==> src/rtl/core/duc_pkg.sv <==
// duc_pkg: shared types and constants of the distinct unit counter
// used by duc_ctrl, duc_datapath and distinct_unit_counter
// no dependencies
package duc_pkg;

	// field widths fixed by the interface
	localparam int DATA_W    = 8;
	localparam int PROC_W    = 32;
	localparam int DIST_W    = 17;
	localparam int CFG_W     = 16;
	localparam int CFG_IDX_W = 1;
	localparam int USIZE_W   = 2;

	// bitmap row geometry: 64 map bits per memory word
	localparam int ROW_LG = 6;
	localparam int ROW_W  = 1 << ROW_LG;

	// saturation value of the processed unit count
	localparam logic [PROC_W-1:0] PROCESSED_SAT = '1;

	// configuration register indexes
	localparam logic [CFG_IDX_W-1:0] REG_UNIT_SIZE  = 1'd0;
	localparam logic [CFG_IDX_W-1:0] REG_STOP_LIMIT = 1'd1;

	// commands from the controller to the datapath
	typedef struct packed {
		logic accept;      // input transfer this cycle
		logic insert;      // finish bitmap read-modify-write
		logic emit;        // load result register, clear counters
		logic clear_step;  // zero one bitmap row
	} ctl_cmd_t;

	// status from the datapath to the controller
	typedef struct packed {
		logic unit_done;   // current input byte completes a unit
		logic clear_last;  // clear pass is at the last row
		logic out_full;    // result register holds an untaken result
	} ctl_sts_t;

endpackage

==> src/rtl/core/duc_ctrl.sv <==
// duc_ctrl: sequencing state machine of the distinct unit counter
// drives input stall and datapath commands
// depends on duc_pkg
module duc_ctrl
	import duc_pkg::*;
(
	input  logic     clk,
	input  logic     arst_n,
	input  logic     in_valid,
	input  logic     end_of_stream,
	output logic     in_stall,
	input  ctl_sts_t sts,
	output ctl_cmd_t cmd
);

	localparam logic [1:0] ST_IDLE   = 2'd0;
	localparam logic [1:0] ST_INSERT = 2'd1;
	localparam logic [1:0] ST_EMIT   = 2'd2;
	localparam logic [1:0] ST_CLEAR  = 2'd3;

	logic [1:0] state_q;
	logic [1:0] state_d;
	logic       eos_q;
	logic       accept;

	// input is taken only when idle; an end marker also needs a free result slot
	assign in_stall = (state_q != ST_IDLE) || (sts.out_full && end_of_stream);
	assign accept   = in_valid && !in_stall;

	// command decode
	always_comb begin
		cmd            = '0;
		cmd.accept     = accept;
		cmd.insert     = (state_q == ST_INSERT);
		cmd.emit       = (state_q == ST_EMIT);
		cmd.clear_step = (state_q == ST_CLEAR);
	end

	// next state
	always_comb begin
		state_d = state_q;
		unique case (state_q)
			ST_IDLE: begin
				if (accept) begin
					if (sts.unit_done) begin
						state_d = ST_INSERT;
					end else if (end_of_stream) begin
						state_d = ST_EMIT;
					end
				end
			end
			ST_INSERT: begin
				state_d = eos_q ? ST_EMIT : ST_IDLE;
			end
			ST_EMIT: begin
				state_d = ST_CLEAR;
			end
			ST_CLEAR: begin
				if (sts.clear_last) begin
					state_d = ST_IDLE;
				end
			end
			default: begin
				state_d = ST_IDLE;
			end
		endcase
	end

	// state register; reset starts with a clear pass over the bitmap
	always_ff @(posedge clk or negedge arst_n) begin
		if (!arst_n) begin
			state_q <= ST_CLEAR;
			eos_q   <= 1'b0;
		end else begin
			state_q <= state_d;
			if (accept) begin
				eos_q <= end_of_stream;
			end
		end
	end

endmodule

==> config.mk <==
export PLATFORM = sky130hd
export DESIGN_NAME = duc_ctrl
export DESIGN_NICKNAME = d
export VERILOG_FILES = /design/src/rtl/core/duc_pkg.sv /design/src/rtl/core/duc_ctrl.sv
export SDC_FILE = /design/constraint.sdc
export NUM_CORES = 1
export LEC_CHECK = 0
export ABC_CLOCK_PERIOD_IN_PS = 1500
export CAP_MARGIN = 20
export CORE_AREA = 2 2 39 41
export DETAILED_ROUTE_END_ITERATION = 6
export DIE_AREA = 0 0 41 43
export DONT_BUFFER_PORTS = 1
export HOLD_SLACK_MARGIN = 0.15
export PLACE_DENSITY = 0.3
export SETUP_SLACK_MARGIN = 0.02
export SYNTH_ARGS = -nofsm -noshare
export SYNTH_HDL_FRONTEND = slang
export SYNTH_SLANG_ARGS = --single-unit
==> constraint.sdc <==
create_clock -name clk -period 1.5 [get_ports clk]
set_input_delay 0.15 -clock clk [delete_from_list [all_inputs] [get_ports clk]]
set_output_delay 0.15 -clock clk [all_outputs]
set_load 0.01 [all_outputs]
# Yosys cells after proc, flatten, opt, wreduce, memory -nomap -nowiden

Index checks and enable logic that the tools add are counted.

Equal/unequal tests: 6
Muxes and demuxes: 6
Reductions and logical operators: 7

Operator list:

| cell               | number |
|---|---|
| $mux 2             | 5 |
| $pmux 2 s4         | 1 |
| $eq 2x2->1 const B | 2 |
| $ne 2x2->1 const B | 2 |
| $ne 3x3->1 const B | 1 |
| $reduce_and 3->1   | 1 |
| $eq 2x1->1 const B | 1 |
| $logic_and 1x1->1  | 2 |
| $logic_not 2->1    | 1 |
| $reduce_bool 2->1  | 1 |
| $logic_not 1->1    | 1 |
| $logic_or 1x1->1   | 1 |

Register bits: 3
Bits of input ports: 7
Output and inout bits: 5
Word-level logic and storage cells: 21

# Depth between registers and ports, before layout

Depth after elaboration: 6
Mapped depth: 3

# Worst setup path before layout

OpenSTA, ideal clock, no wires.

Path type: register to register
Start point: register state_q[1]
End point: register eos_q
Setup time: 0.086 ns
Arrival time: 1.001 ns
Data required time: 1.414 ns
Setup slack: 0.414 ns
Cell stages (with the launch flop): 3
Buffers on the path: 0
Cell sequence: dfstp_2 > or4b_1 > a32oi_1

Word-level cells in the longest chain between the ends: 4

RTL lines:

| item                     | RTL line       | text |
|---|---|---|
| start: declaration       | duc_ctrl.sv:21 | `logic [1:0] state_q;` |
| start signal: assignment | duc_ctrl.sv:75 | `state_q <= state_d;` |
| $reduce_bool 2->1        | duc_ctrl.sv:27 | `assign in_stall = (state_q != ST_IDLE) \|\| (sts.out_full && end_of_stream);` |
| $logic_or 1x1->1         | duc_ctrl.sv:27 |  |
| $logic_not 1->1          | duc_ctrl.sv:28 | `assign accept = in_valid && !in_stall;` |
| $logic_and 1x1->1        | duc_ctrl.sv:28 |  |
| end signal: assignment   | duc_ctrl.sv:77 | `eos_q <= end_of_stream;` |
| end: declaration         | duc_ctrl.sv:23 | `logic eos_q;` |

Every way passes these cells.
A chain may end at the register's enable or synchronous reset.

==> metrics <==
run status=completed; clk sinks=3; top cell type's share of synthesized area=26.9%; Critical path buffers and inverters=0; clock power share=between 20% and 30%; EDFF count, synth=0; crit end category=output port; total grt overflow=0; Area contributors post-synth=dfstp_2 27%, dfrtp_1 13%, inv_1 5.8%; RSZ-0062 raised after global routing=no; Place WS=325 ps; post-synthesis simple-gate area fraction=32.7%; fill count=roughly 170; final setup violating endpoints=0; Row Count=14; Routed Antenna Nets=0; Mean Syn Cell Area=9.29 µm²; crit path max fanout=7; element type at the critical path start=flop; most frequent cell after synthesis=inv_1; critical path type=reg2out; Clock Skew=approximately 0.80 ps; Internal=between 0.0003 and 0.0004 W; asr flop ratio synth=100%; DIE HEIGHT=between 40 and 50 µm; sequential area share after synthesis=approximately two fifths; Overall Global Routing Usage=a little under 8%; Yosys top cell by area=dfstp_2; Comb pwr share=between 30% and 40%; synth warn=0; DRC=0; vias=about 170; share of layout cells above drive strength 1=between 20 and 25%; switching portion of total power=a little under two fifths; synth cell count leaders=3 x inv_1, 2 x dfstp_2, 2 x nand2_1, 2 x nor2_1; CP delay by family, top=flip-flops; shortest period the worst path allows=1250 ps; pwr/cell area=1860 mW/mm²; slowest stage delay, CP=560 ps; crit path DAT=approximately 1100 ps; worst path required time=1350 ps; IO Count=12; vias in the first global route=~220; Net Switching=a little under 0.0002 W; max-capacitance violation count=0; initial antenna violation count=0; later-pin clock latency in the skew report=~230 ps; Worst-path clk slew=around 30 ps; Slew headroom=between 80 and 90%; instance count of the mapped netlist=21; drt pass-1 iters=2; clock root cell=clkbuf_4; PortBufs=0; TritonCTS clock tree=yes; first-pass GRT wire length=around 900 µm; Post-CTS Setup Bufs=0; Slowest-stage cell, CP=dfstp_2; VDD IR max=between 0.5 and 0.6 mV; worst hold path type=in2async; initial drt markers=3; Lkg Pwr=approximately 0.13 nW; post-synthesis mux area share=0%; multi-input logic area=98.8 µm²; library cells used by synthesis=16; Routed WL per cell=around 12 µm; Seq pwr share=between 30% and 40%; H-tree depth=1; area grow syn2layout=45.5%; Routed WL=529 µm; Synth Net Count=28; Netlist Area Pre-Place=slightly below 200 µm²; Slew Limit Fails=0; Compound-Gate Fraction of Synth Area=between 10% and 20%; Die X=between 40 and 50 µm; flops & latches, synth=3; top_reg_cell synth=dfstp_2; Synth Area in Adders=0%; Worst-Margin Slew=between 200 and 300 ps; final hold vios=0; fin nets=37; Die ar.=roughly 0.0018 mm²; storage element area=77.6 µm²; routed vias/inst=between 3 and 4; worst path cell trace=nor2_1 > and3_1; placer congestion estimate=0.515; setup ws final=between 200 and 250 ps; sum of negative setup slack=0 ps; largest net degree at the start of global routing=8; combinational family with the most area after synthesis=simple AND/OR/NAND/NOR gates; xor/xnor cell area share of the yosys netlist=0%; final cycle utilization of the critical path=between 80% and 90%; clock buffer depth=2; Num CTS Buffers=3; Starting Density=14.1%; core footprint=0.00138 mm²; n_diodes=0; fmax=roughly 800 MHz
-- path summary, 6_finish.rpt --
check	startpoint	to	slack (ps)	cells after the start
setup reg to reg	state_q[1]	eos_q	320	2
hold reg to reg	eos_q	eos_q	530	2
min in group clk	in_valid	eos_q	170	2
max in group asynchronous	arst_n	state_q[0]	1110	1
hold / removal	arst_n	eos_q	170	1
setup / recovery	state_q[0]	cmd[3]	250	2
-- power by group through the flow --
| stage | sequential, W | clock, W | combinational (W) |
|---|---|---|---|
| 3_3_place_gp | 0.000189 | 0 | 0.000190 |
| 2_1_floorplan | 0.000178 | 0 | 0.000167 |
| 4_1_cts | 0.000192 | 0.000149 | 0.000204 |
| 6_report | 0.000191 | 0.000139 | 0.000199 |
| 5_1_grt | 0.000200 | 0.000161 | 0.000228 |
| 3_5_place_dp | 0.000193 | 0 | 0.000192 |
-- kinds of logic (layout without fill, tap and decap cells) --
group	Yosys count	count (layout)
simple gates	10	10
buf+inv	4	12
compound gates	4	4
flops	3	3
-- through the flow --
step | hold slack, ps | util (%) | std cells | area, µm² | power, W
after floorplan | -146 | - | 21 | 195 | 0.000345
after global placement | -145 | 15.0 | 36 | 208 | 0.000379
after detailed placement | -145 | 15.0 | 36 | 208 | 0.000385
after CTS | 159 | 20.5 | 45 | 284 | 0.000544
after global routing | 159 | 20.5 | 45 | 284 | 0.000590
final | 170 | 20.5 | 45 | 284 | 0.000529
-- layer usage --
metal	global-route usage (%)	wire length (µm)	up-vias
li1	-	-	90
met1	8.71	248	77
met2	10.6	248	7
met3	4.71	32	0
met4	6.00	0	0
met5	0	0	-
-- state kept, by name, indices dropped and copies added, names as in the netlist --
register  count
state_q       2
eos_q         1
-- timing repair --
item / 4_1_cts / 5_1_grt
hold buffers: 5 / 0
endpoints found under the hold margin: 5 / 0
gates resized for setup: 0 / 0
-- cell usage in the layout (no fill, tap or decap) --
| cell type | count |
|---|---|
| or4b_1 | 1 |
| a211o_1 | 1 |
| nor4bb_1 | 1 |
| nand2_1 | 2 |
| inv_1 | 3 |
| a32oi_1 | 1 |
| clkbuf_1 | 1 |
| dfrtp_1 | 1 |
| a21boi_0 | 1 |
| and3b_2 | 1 |
| clkbuf_4 | 3 |
| nor2b_1 | 1 |
| nor2_1 | 2 |
| dfstp_2 | 2 |
| a41o_1 | 1 |
| and2_1 | 1 |
| and3_1 | 1 |
| dlygate4sd3_1 | 5 |
-- cell type report --
cell class | instances | area share (%)
clock buffer | 4 | 9.25
tap | 16 | 7.05
timing repair buffer | 5 | 17.6
inverter | 3 | 3.96
sequential | 3 | 27.3
multi-input combinational | 14 | 34.8
Power figures use the tool's default switching activity.
